File: config.mk
export PLATFORM = sky130hd
export DESIGN_NAME = debounced_counter_seven_segment_scan
export DESIGN_NICKNAME = d
export VERILOG_FILES = /design/src/rtl/dcss_pkg.sv /design/src/rtl/dcss_debounce.sv /design/src/rtl/dcss_counter.sv /design/src/rtl/debounced_counter_seven_segment_scan.sv
export SDC_FILE = /design/constraint.sdc
export NUM_CORES = 1
export LEC_CHECK = 0
export BUFFER_PORTS_ARGS = -buffer_cell sky130_fd_sc_hd__buf_4
export CAP_MARGIN = 15
export CORE_MARGIN = 2
export CORE_UTILIZATION = 50
export CTS_CLUSTER_DIAMETER = 30
export DETAILED_ROUTE_END_ITERATION = 7
export MAX_ROUTING_LAYER = met4
export PLACE_DENSITY = 0.73
export SYNTH_ARGS = -nofsm -noshare
export SYNTH_HDL_FRONTEND = slang
export SYNTH_SLANG_ARGS = --single-unit
File: constraint.sdc
create_clock -name clk -period 4.93 [get_ports clk]
set_input_delay 0.986 -clock clk [delete_from_list [all_inputs] [get_ports clk]]
set_output_delay 0.986 -clock clk [all_outputs]
set_load 0.005 [all_outputs]
File: src/rtl/dcss_pkg.sv
package dcss_pkg;

  // field widths
  localparam int unsigned TICK_W   = 8;
  localparam int unsigned SEG_W    = 7;
  localparam int unsigned EN_W     = 4;
  localparam int unsigned COUNT_W  = 14;
  localparam int unsigned DIGIT_W  = 4;
  localparam int unsigned NUM_DIGITS = 4;
  localparam int unsigned POS_W    = 2;
  localparam int unsigned IN_DATA_W  = 8;
  localparam int unsigned OUT_DATA_W = 32;

  // constants
  localparam logic [TICK_W-1:0]  STABLE_MAX     = 8'd255;
  localparam logic [TICK_W-1:0]  DEBOUNCE_RESET = 8'd20;
  localparam logic [COUNT_W-1:0] COUNT_MAX      = 14'd9999;
  localparam logic [DIGIT_W-1:0] BCD_MAX        = 4'd9;

  // scan positions, thousands first
  typedef enum logic [POS_W-1:0] {
    POS_THOUSANDS = 2'd0,
    POS_HUNDREDS  = 2'd1,
    POS_TENS      = 2'd2,
    POS_ONES      = 2'd3
  } scan_pos_t;

  // four bcd digits, index 0 is the ones digit
  typedef logic [NUM_DIGITS-1:0][DIGIT_W-1:0] bcd_t;

  // common-cathode segment code, bit0 segment a
  function automatic logic [SEG_W-1:0] seg_code(input logic [DIGIT_W-1:0] digit);
    logic [SEG_W-1:0] code;
    case (digit)
      4'd0: code = 7'h3F;
      4'd1: code = 7'h06;
      4'd2: code = 7'h5B;
      4'd3: code = 7'h4F;
      4'd4: code = 7'h66;
      4'd5: code = 7'h6D;
      4'd6: code = 7'h7D;
      4'd7: code = 7'h07;
      4'd8: code = 7'h7F;
      4'd9: code = 7'h6F;
      default: code = 7'h00;
    endcase
    return code;
  endfunction

  // active-low digit enables per scan position
  function automatic logic [EN_W-1:0] enable_code(input scan_pos_t pos);
    logic [EN_W-1:0] code;
    case (pos)
      POS_THOUSANDS: code = 4'h7;
      POS_HUNDREDS:  code = 4'hE;
      POS_TENS:      code = 4'hD;
      POS_ONES:      code = 4'hB;
      default:       code = 4'hF;
    endcase
    return code;
  endfunction

endpackage

File: src/rtl/dcss_debounce.sv
module dcss_debounce (
  input  logic                          clk,
  input  logic                          rst_n,
  input  logic                          advance,
  input  logic                          level,
  input  logic [dcss_pkg::TICK_W-1:0]   debounce_ticks,
  output logic                          press
);

  logic                          previous_level_r;
  logic                          previous_level_nxt;
  logic                          accepted_level_r;
  logic                          accepted_level_nxt;
  logic [dcss_pkg::TICK_W-1:0]   stable_ticks_r;
  logic [dcss_pkg::TICK_W-1:0]   stable_ticks_nxt;
  logic                          take;

  // stability timer, restart on change, saturate at max
  always_comb begin
    if (level != previous_level_r) begin
      stable_ticks_nxt = '0;
    end else if (stable_ticks_r == dcss_pkg::STABLE_MAX) begin
      stable_ticks_nxt = stable_ticks_r;
    end else begin
      stable_ticks_nxt = stable_ticks_r + 1'b1;
    end
  end

  // accept level once stable long enough, a new low level is a press
  always_comb begin
    take               = (stable_ticks_nxt >= debounce_ticks) && (level != accepted_level_r);
    accepted_level_nxt = take ? level : accepted_level_r;
    previous_level_nxt = level;
    press              = advance && take && !level;
  end

  always_ff @(posedge clk) begin
    if (!rst_n) begin
      previous_level_r <= 1'b1;
      accepted_level_r <= 1'b0;
      stable_ticks_r   <= '0;
    end else if (advance) begin
      previous_level_r <= previous_level_nxt;
      accepted_level_r <= accepted_level_nxt;
      stable_ticks_r   <= stable_ticks_nxt;
    end
  end

endmodule

File: src/rtl/dcss_counter.sv
module dcss_counter (
  input  logic                          clk,
  input  logic                          rst_n,
  input  logic                          press,
  output logic [dcss_pkg::COUNT_W-1:0]  count_nxt,
  output dcss_pkg::bcd_t                bcd_nxt
);

  logic [dcss_pkg::COUNT_W-1:0]  count_r;
  dcss_pkg::bcd_t                bcd_r;
  logic [dcss_pkg::NUM_DIGITS:0] carry;

  // binary count with wrap at 9999
  always_comb begin
    if (!press) begin
      count_nxt = count_r;
    end else if (count_r == dcss_pkg::COUNT_MAX) begin
      count_nxt = '0;
    end else begin
      count_nxt = count_r + 1'b1;
    end
  end

  // bcd shadow of the count, ripple carry over four digits
  always_comb begin
    carry[0] = press;
    for (int i = 0; i < dcss_pkg::NUM_DIGITS; i++) begin
      if (!carry[i]) begin
        bcd_nxt[i]   = bcd_r[i];
        carry[i+1]   = 1'b0;
      end else if (bcd_r[i] == dcss_pkg::BCD_MAX) begin
        bcd_nxt[i]   = '0;
        carry[i+1]   = 1'b1;
      end else begin
        bcd_nxt[i]   = bcd_r[i] + 1'b1;
        carry[i+1]   = 1'b0;
      end
    end
  end

  always_ff @(posedge clk) begin
    if (!rst_n) begin
      count_r <= '0;
      bcd_r   <= '0;
    end else if (carry[dcss_pkg::NUM_DIGITS] || press) begin
      count_r <= count_nxt;
      bcd_r   <= bcd_nxt;
    end
  end

endmodule

File: src/rtl/debounced_counter_seven_segment_scan.sv
// result: registered, appears in the cycle after its tick request is accepted
// throughput: one tick request per cycle; the output register is refilled in
//   the same cycle it is taken, so a stall only on the output side holds input
// reset: synchronous active-low rst_n clears timer, accepted level, count, scan position
//   and output valid, sets previous level high; debounce_ticks returns to 20
module debounced_counter_seven_segment_scan (
  input  logic                              clk,
  input  logic                              rst_n,
  // input ticks
  input  logic                              in_tvalid,
  output logic                              in_tready,
  input  logic [dcss_pkg::IN_DATA_W-1:0]    in_tdata,   // [0] button_level, rest zero
  // results
  output logic                              out_tvalid,
  input  logic                              out_tready,
  output logic [dcss_pkg::OUT_DATA_W-1:0]   out_tdata,  // [6:0] segments, [10:7] digit_enables,
                                                        // [24:11] count_value, rest zero
  // debounce_ticks register write
  input  logic                              cfg_valid,
  output logic                              cfg_ready,
  input  logic [dcss_pkg::TICK_W-1:0]       cfg_data
);

  logic [dcss_pkg::TICK_W-1:0]      debounce_ticks_r;
  dcss_pkg::scan_pos_t              scan_pos_r;
  dcss_pkg::scan_pos_t              scan_pos_nxt;
  logic                             out_valid_r;
  logic [dcss_pkg::OUT_DATA_W-1:0]  out_data_r;
  logic [dcss_pkg::OUT_DATA_W-1:0]  out_data_nxt;
  logic                             advance;
  logic                             press;
  logic [dcss_pkg::COUNT_W-1:0]     count_nxt;
  dcss_pkg::bcd_t                   bcd_nxt;
  logic [dcss_pkg::DIGIT_W-1:0]     digit;
  logic [dcss_pkg::SEG_W-1:0]       segments;
  logic [dcss_pkg::EN_W-1:0]        digit_enables;

  // handshake
  assign in_tready  = !out_valid_r || out_tready;
  assign advance    = in_tvalid && in_tready;
  assign cfg_ready  = 1'b1;
  assign out_tvalid = out_valid_r;
  assign out_tdata  = out_data_r;

  // configuration register
  always_ff @(posedge clk) begin
    if (!rst_n) begin
      debounce_ticks_r <= dcss_pkg::DEBOUNCE_RESET;
    end else if (cfg_valid && cfg_ready) begin
      debounce_ticks_r <= cfg_data;
    end
  end

  dcss_debounce u_debounce (
    .clk            (clk),
    .rst_n          (rst_n),
    .advance        (advance),
    .level          (in_tdata[0]),
    .debounce_ticks (debounce_ticks_r),
    .press          (press)
  );

  dcss_counter u_counter (
    .clk       (clk),
    .rst_n     (rst_n),
    .press     (press),
    .count_nxt (count_nxt),
    .bcd_nxt   (bcd_nxt)
  );

  // digit select: thousands is bcd digit 3, ones is digit 0
  always_comb begin
    digit         = bcd_nxt[~scan_pos_r];
    segments      = dcss_pkg::seg_code(digit);
    digit_enables = dcss_pkg::enable_code(scan_pos_r);
    scan_pos_nxt  = dcss_pkg::scan_pos_t'(scan_pos_r + 1'b1);
    out_data_nxt  = {7'd0, count_nxt, digit_enables, segments};
  end

  // scan position
  always_ff @(posedge clk) begin
    if (!rst_n) begin
      scan_pos_r <= dcss_pkg::POS_THOUSANDS;
    end else if (advance) begin
      scan_pos_r <= scan_pos_nxt;
    end
  end

  // output register
  always_ff @(posedge clk) begin
    if (!rst_n) begin
      out_valid_r <= 1'b0;
    end else if (advance) begin
      out_valid_r <= 1'b1;
    end else if (out_tready) begin
      out_valid_r <= 1'b0;
    end
  end

  always_ff @(posedge clk) begin
    if (advance) begin
      out_data_r <= out_data_nxt;
    end
  end

endmodule

# Word level (Yosys, flattened, before mapping)

Memories as Yosys holds them, arrays and structs flattened. A register that Yosys moved wholly into a read port is not among the register bits.
Index checks and enable logic that the tools add are counted.

Muxes and demuxes: 25
Reductions and logical operators: 11
$add $sub $neg: 7
Eq/ne operators: 11
Bitwise logic cells: 1
Order comparisons: 2

Operators with widths:

| operator              | count |
|---|---|
| $mux 4                | 9 |
| $mux 14               | 2 |
| $add 4x1->4 const B   | 4 |
| $eq 4x4->1 const B    | 4 |
| $mux 8                | 2 |
| $pmux 4 s4            | 1 |
| $add 14x1->14 const B | 1 |
| $eq 14x14->1 const B  | 1 |
| $mux 1                | 10 |
| $add 8x1->8 const B   | 1 |
| $bmux 4 s2            | 1 |
| $eq 8x8->1 const B    | 1 |
| $ge 8x8->1            | 1 |
| $eq 2x2->1 const B    | 2 |
| $logic_and 1x1->1     | 4 |
| $lt 2x3->1 const B    | 1 |
| $add 2x1->2 const B   | 1 |
| $eq 2x1->1 const B    | 1 |
| $logic_not 1->1       | 2 |
| $logic_not 2->1       | 1 |
| $logic_or 1x1->1      | 2 |
| $ne 1x1->1            | 2 |
| $not 2->2             | 1 |
| $reduce_and 2->1      | 1 |
| $reduce_bool 2->1     | 1 |

Bits in registers: 76
Memories kept: 1
Bits of input ports: 21
Memory bits (read-only): 112
Logic and storage cells: 70

Memory list:

| name             | depth | bits a word | read ports | clocked after Yosys merged registers in | write ports | RTL line       | RTL |
|---|---|---|---|---|---|---|---|
| (name not given) | 16    | 7           | 1          | 1                                       | 0           | dcss_pkg.sv:34 | `case (digit)` |

# Logic depth before layout (Yosys ltp)

Depth after elaboration: 13
Gate-level depth with buffers: 19

# Cells and area by module

Synthesis repeated with hierarchy kept, for this count alone.

Cells, all modules: 414
Area total of the unflattened synthesis: 4067.7 µm²

By module, submodules not included:

| module                               | area an instance (µm²) | times used | seq. area each (µm²) | cells an instance |
|---|---|---|---|---|
| debounced_counter_seven_segment_scan | 1611.5                 | 1          | 970.9                | 117 |
| dcss_counter                         | 1609.0                 | 1          | 600.6                | 191 |
| dcss_debounce                        | 847.1                  | 1          | 200.2                | 106 |

# Worst setup path before layout

Ideal clock, no wire load.

Kind: input -> register
Start: input port in_tdata[0] (netlist name)
End: register out_data_r, in the netlist out_tdata[5], data pin
Cell stages on the path: 13
Setup time: 254 ps
Data required time: 4676 ps
Buffers on the path: 0
Slack: 689 ps
Data arrival time: 3987 ps
Cell sequence: xor2_1 > nor2_1 > ha_1 > and3_1 > o21ai_1 > a2111o_1 > a2111oi_2 > nor4_1 > a211o_1 > ha_1 > nor4_1 > a21oi_1 > a21o_1

Longest elaborated chain between the ends: 12
Elaborated cells between the ends (all ways): 17
Those cells by class: order compare: 1; eq/ne: 2; mux: 10; reduce/logical: 4

Ends and longest elaborated chain:

| element                                   | RTL line                                   | RTL |
|---|---|---|
| start, declared                           | debounced_counter_seven_segment_scan.sv:12 | `input logic [dcss_pkg::IN_DATA_W-1:0] in_tdata,` |
| $ne 1x1->1 (*)                            | dcss_debounce.sv:20                        | `if (level != previous_level_r) begin` |
| $mux 8 (*)                                | dcss_debounce.sv:20                        |  |
| net u_debounce.stable_ticks_nxt (one bit) | dcss_debounce.sv:15                        | `logic [dcss_pkg::TICK_W-1:0] stable_ticks_nxt;` |
| $ge 8x8->1 (*)                            | dcss_debounce.sv:31                        | `take = (stable_ticks_nxt >= debounce_ticks) && (level != accepted_level_r);` |
| $logic_and 1x1->1 (*)                     | dcss_debounce.sv:31                        |  |
| $logic_and 1x1->1 (*) (2 in series)       | dcss_debounce.sv:34                        | `press = advance && take && !level;` |
| $mux 1 (3 in series)                      | dcss_counter.sv:28                         | `if (!carry[i]) begin` |
| $mux 4                                    | dcss_counter.sv:28                         |  |
| $bmux 4 s2 (*)                            | debounced_counter_seven_segment_scan.sv:73 | `digit = bcd_nxt[~scan_pos_r];` |
| $mux 4 (implied by the code) (*)          | debounced_counter_seven_segment_scan.sv:73 |  |
| end, declared                             | debounced_counter_seven_segment_scan.sv:28 | `logic [dcss_pkg::OUT_DATA_W-1:0] out_data_r;` |

The timed path passes the listed nets; every way through them passes the cells marked *. The select of a mux whose other input is x is not followed.
A chain may end at the register's enable or synchronous reset.

# Worst setup path in the final report

Start: register u_debounce.stable_ticks_r[3] (netlist name)
End: register out_data_r, in the netlist out_tdata[3], data pin

Longest elaborated chain between the ends: 13
Elaborated cells between the ends (all ways): 17
Those cells by class: add/sub: 1; order compare: 1; eq/ne: 1; mux: 11; reduce/logical: 3

Ends and longest elaborated chain:

| element                                          | RTL line                                   | RTL |
|---|---|---|
| start, declared                                  | dcss_debounce.sv:14                        | `logic [dcss_pkg::TICK_W-1:0] stable_ticks_r;` |
| start signal, assigned                           | dcss_debounce.sv:45                        | `stable_ticks_r <= stable_ticks_nxt;` |
| $add 8x1->8 / $eq 8x8->1 (equally long branches) | dcss_debounce.sv:25, dcss_debounce.sv:22   |  |
| $mux 8 (*)                                       | dcss_debounce.sv:22                        | `end else if (stable_ticks_r == dcss_pkg::STABLE_MAX) begin` |
| $mux 8 (*)                                       | dcss_debounce.sv:20                        |  |
| net u_debounce.stable_ticks_nxt (one bit)        | dcss_debounce.sv:15                        |  |
| $ge 8x8->1 (*)                                   | dcss_debounce.sv:31                        |  |
| $logic_and 1x1->1 (*)                            | dcss_debounce.sv:31                        |  |
| $logic_and 1x1->1 (*) (2 in series)              | dcss_debounce.sv:34                        |  |
| $mux 1 (3 in series)                             | dcss_counter.sv:28                         |  |
| $mux 4                                           | dcss_counter.sv:28                         |  |
| $bmux 4 s2 (*)                                   | debounced_counter_seven_segment_scan.sv:73 |  |
| $mux 4 (implied by the code) (*)                 | debounced_counter_seven_segment_scan.sv:73 |  |

Marked as above.

==> reports/metrics.cfg <==
[outcome]
outcome=complete, no violations

[yosys]
synth_cell_types=65
ys_warn_count=0
netlist_area_mm2=0.00412
synth_edf_count=25
ys_seq_elements=76
syn_area_per_cell_um2=9.71
synth_cells=424
ys.flop_type=dfxtp_1
yosysSeqAreaShare=0.430
synthArstFlopShare=0

[timing]
rsz0062_at_grt=no
post-route-min-period_ns=4.39
final.period_utilization=0.891
max_freq_mhz=228
setup_viol=0
hold_viol_final=0
max_slew.worst_pin.slew_ns=0.565
setup_tns_ns=0
slew_violations=0
whs_ns=0.492
clock_skew_ns=0.00878
max_slew_margin=0.622

[pwr]
peakVddDrop_mv=0.141
power.total_mw=1.35
swShare=0.237
internal_power_mw=1.03
p_comb_frac=0.110
clockPowerShare=0.382
p_per_area_mw_per_mm2=288
switchingPower_mw=0.319
pwr-share-seq=0.509
total_leakage_power_nw=1.91

[detailed_routing]
wl_um=7630
num_vias=3042
antenna_left=0
drt_first_pass_iters=4
first_iter_violations=150
viasPerCell=5.28
drc=0
avgRoutedWirePerCell_um=13.3

[worst_setup_path]
crit_path_end_kind=flop
worstSetupStartpointType=flop
critPathTopFamily=compound AO/OA/AOI/OAI gates
path_class=flop to flop
critPathSlowestCell=a31oi_1
crit_buf_inv=1
crit_fanout=8
slowest_delay_ns=0.46
crit_chain=and3_1, and3_1, nand3_1, nand4_1, xor2_1, nor2_1, ha_1, a21oi_1, o21a_1, nor2_1, o211ai_1, xor2_1, a221oi_1, a31oi_1, inv_1, ha_1, mux2i_1, a21o_1
r2r_slack_ns=0.54
worstPathRequired_ns=5.04
cp_data_arrival_time_ns=4.50

[global_routing]
grt_pass1_wl_um=12900
grt_overflow=0
grtUsageTotal=0.189
grt_pass1_vias=2924
grt_max_degree=51
antenna_found_initial=0

[final_layout]
drive_above_1_share=0.174
final_util=0.579
fin_nets=507
multi_input_area_mm2=0.00215
fillers=701
syn2layout_area_growth_pct=13.9
regArea_mm2=0.00177
diodes=0

[floorplan]
num_io_pins=56
die_h_um=94.7
fp.dieW_um=94.7
placementRows=33
die_area_mm2=0.00897
initial_core_util=0.509
core_region_area_mm2=0.00809

[clocking]
cts_made_buffers=9
ctsRootBufferMaster=clkbuf_8
cts_setup_buffers=0
post_cts_resized=0
path_clk_slew_ns=0.08
cts.sinks=76
cts_tree=yes
postCtsHoldBufs=0
clk_latency_ns=0.35
clockBufferDepth=2
htreeDepth=3

[worst_hold_path]
hold_path.class=flop to flop

[placed_design]
routabilityCongestion=0.916
dpl.hpwl_um=5500
portBuffers=40

[flow_run]
max_cap_violations=0

## kinds of logic after synthesis
| family | count (synthesis) | share of synthesized area |
|---|---|---|
| AND/OR/NAND/NOR | 169 | 0.224 |
| multiplexers | 16 | 0.0392 |
| other | 2 | 0.00182 |
| adder cells (fa/ha/maj) | 20 | 0.0608 |
| buffers and inverters | 43 | 0.0535 |
| XOR/XNOR | 24 | 0.0529 |
| flip-flops | 76 | 0.430 |
| AO/OA/AOI/OAI | 74 | 0.138 |
## cells in the final DEF, fill, tap and decap left out, types with 15 or more instances in the layout
cell type	synthesis	final
and2_1	18	18
mux2i_1	15	15
nor2b_1	19	19
ha_1	20	20
nor2_1	30	30
inv_1	21	21
dfxtp_1	51	51
nand2_1	44	44
buf_4	8	45
edfxtp_1	25	25
## worst paths after layout
| path | cells after the start | startpoint | endpoint |
|---|---|---|---|
| worst min register to register | 2 | debounce_ticks_r[4]$_SDFFE_PN1P_ | debounce_ticks_r[4]$_SDFFE_PN1P_ |
| worst min-delay path | 2 | debounce_ticks_r[4]$_SDFFE_PN1P_ | debounce_ticks_r[4]$_SDFFE_PN1P_ |
| worst max-delay path | 18 | u_debounce.stable_ticks_r[3]$_SDFFE_PN0P_ | out_tdata[3]$_DFFE_PP_ |
| worst max register to register | 18 | u_debounce.stable_ticks_r[3]$_SDFFE_PN0P_ | out_tdata[3]$_DFFE_PP_ |
## final cells by class
type                       instances  area share
tap                              105      0.0280
clock inverter                     6      0.0187
timing repair buffer              45      0.0720
multi-input combinational        311       0.458
clock buffer                      10      0.0272
inverter                          23      0.0184
sequential                        76       0.378
## metal layers
metal	GRT usage	up-vias	part of all wire
li1	-	1549	-
met1	0.221	1412	0.46
met2	0.314	61	0.47
met3	0.0319	20	0.037
met4	0.0954	0	0.026
met5	-	-	0
## tightest hold or removal path, stage by stage, from the launching register on
cell,delay (ns)
dfxtp_1,0.30
inv_1,0.07
o211ai_1,0.08
## Yosys cell counts, drive strengths merged, types with 4 or more instances
| cell type | instances | area (um2) |
|---|---|---|
| a211oi | 6 | 55.1 |
| a21boi | 13 | 97.6 |
| a21o | 8 | 60.1 |
| a21oi | 7 | 35.0 |
| and2 | 19 | 120 |
| and2b | 5 | 40.0 |
| and3 | 8 | 50.1 |
| buf | 10 | 76.3 |
| clkbuf | 10 | 57.6 |
| dfxtp | 51 | 1020 |
| edfxtp | 25 | 751 |
| ha | 20 | 250 |
| inv | 21 | 78.8 |
| mux2i | 15 | 150 |
| nand2 | 45 | 171 |
| nand2b | 4 | 27.5 |
| nand3 | 14 | 82.6 |
| nand4 | 8 | 56.3 |
| nor2 | 30 | 113 |
| nor2b | 19 | 119 |
| nor3 | 6 | 50.1 |
| o211ai | 4 | 35.0 |
| o21a | 4 | 30.0 |
| o21ai | 12 | 60.1 |
| xnor2 | 11 | 104 |
| xor2 | 13 | 114 |
## power by group through the flow
stage | combinational [mW] | sequential, mW | clock (mW)
floorplan | 0.101 | 0.698 | 0
global placement | 0.145 | 0.700 | 0
detailed placement | 0.150 | 0.701 | 0
CTS | 0.150 | 0.686 | 0.528
global route | 0.169 | 0.689 | 0.552
finish | 0.148 | 0.686 | 0.514
## per-stage QoR
step / std cells / instance area [um2] / setup WS, ns
5_1_grt: 576 / 4690 / 0.0863
3_3_place_gp: 560 / 4470 / 0.349
3_5_place_dp: 560 / 4470 / 0.302
4_1_cts: 576 / 4690 / 0.509
2_1_floorplan: 430 / 4140 / 0.689
6_report: 576 / 4690 / 0.539
## flip-flops by register name, summed over array words and instances, names as in the netlist
signal / count
u_counter.bcd_r: 16
debounce_ticks_r: 8
out_tdata: 25
u_debounce.previous_level_r: 1
u_debounce.accepted_level_r: 1
out_tvalid: 1
u_counter.count_r: 14
u_debounce.stable_ticks_r: 8
scan_pos_r: 2
No activity file was read; power rests on OpenSTA's default activity.
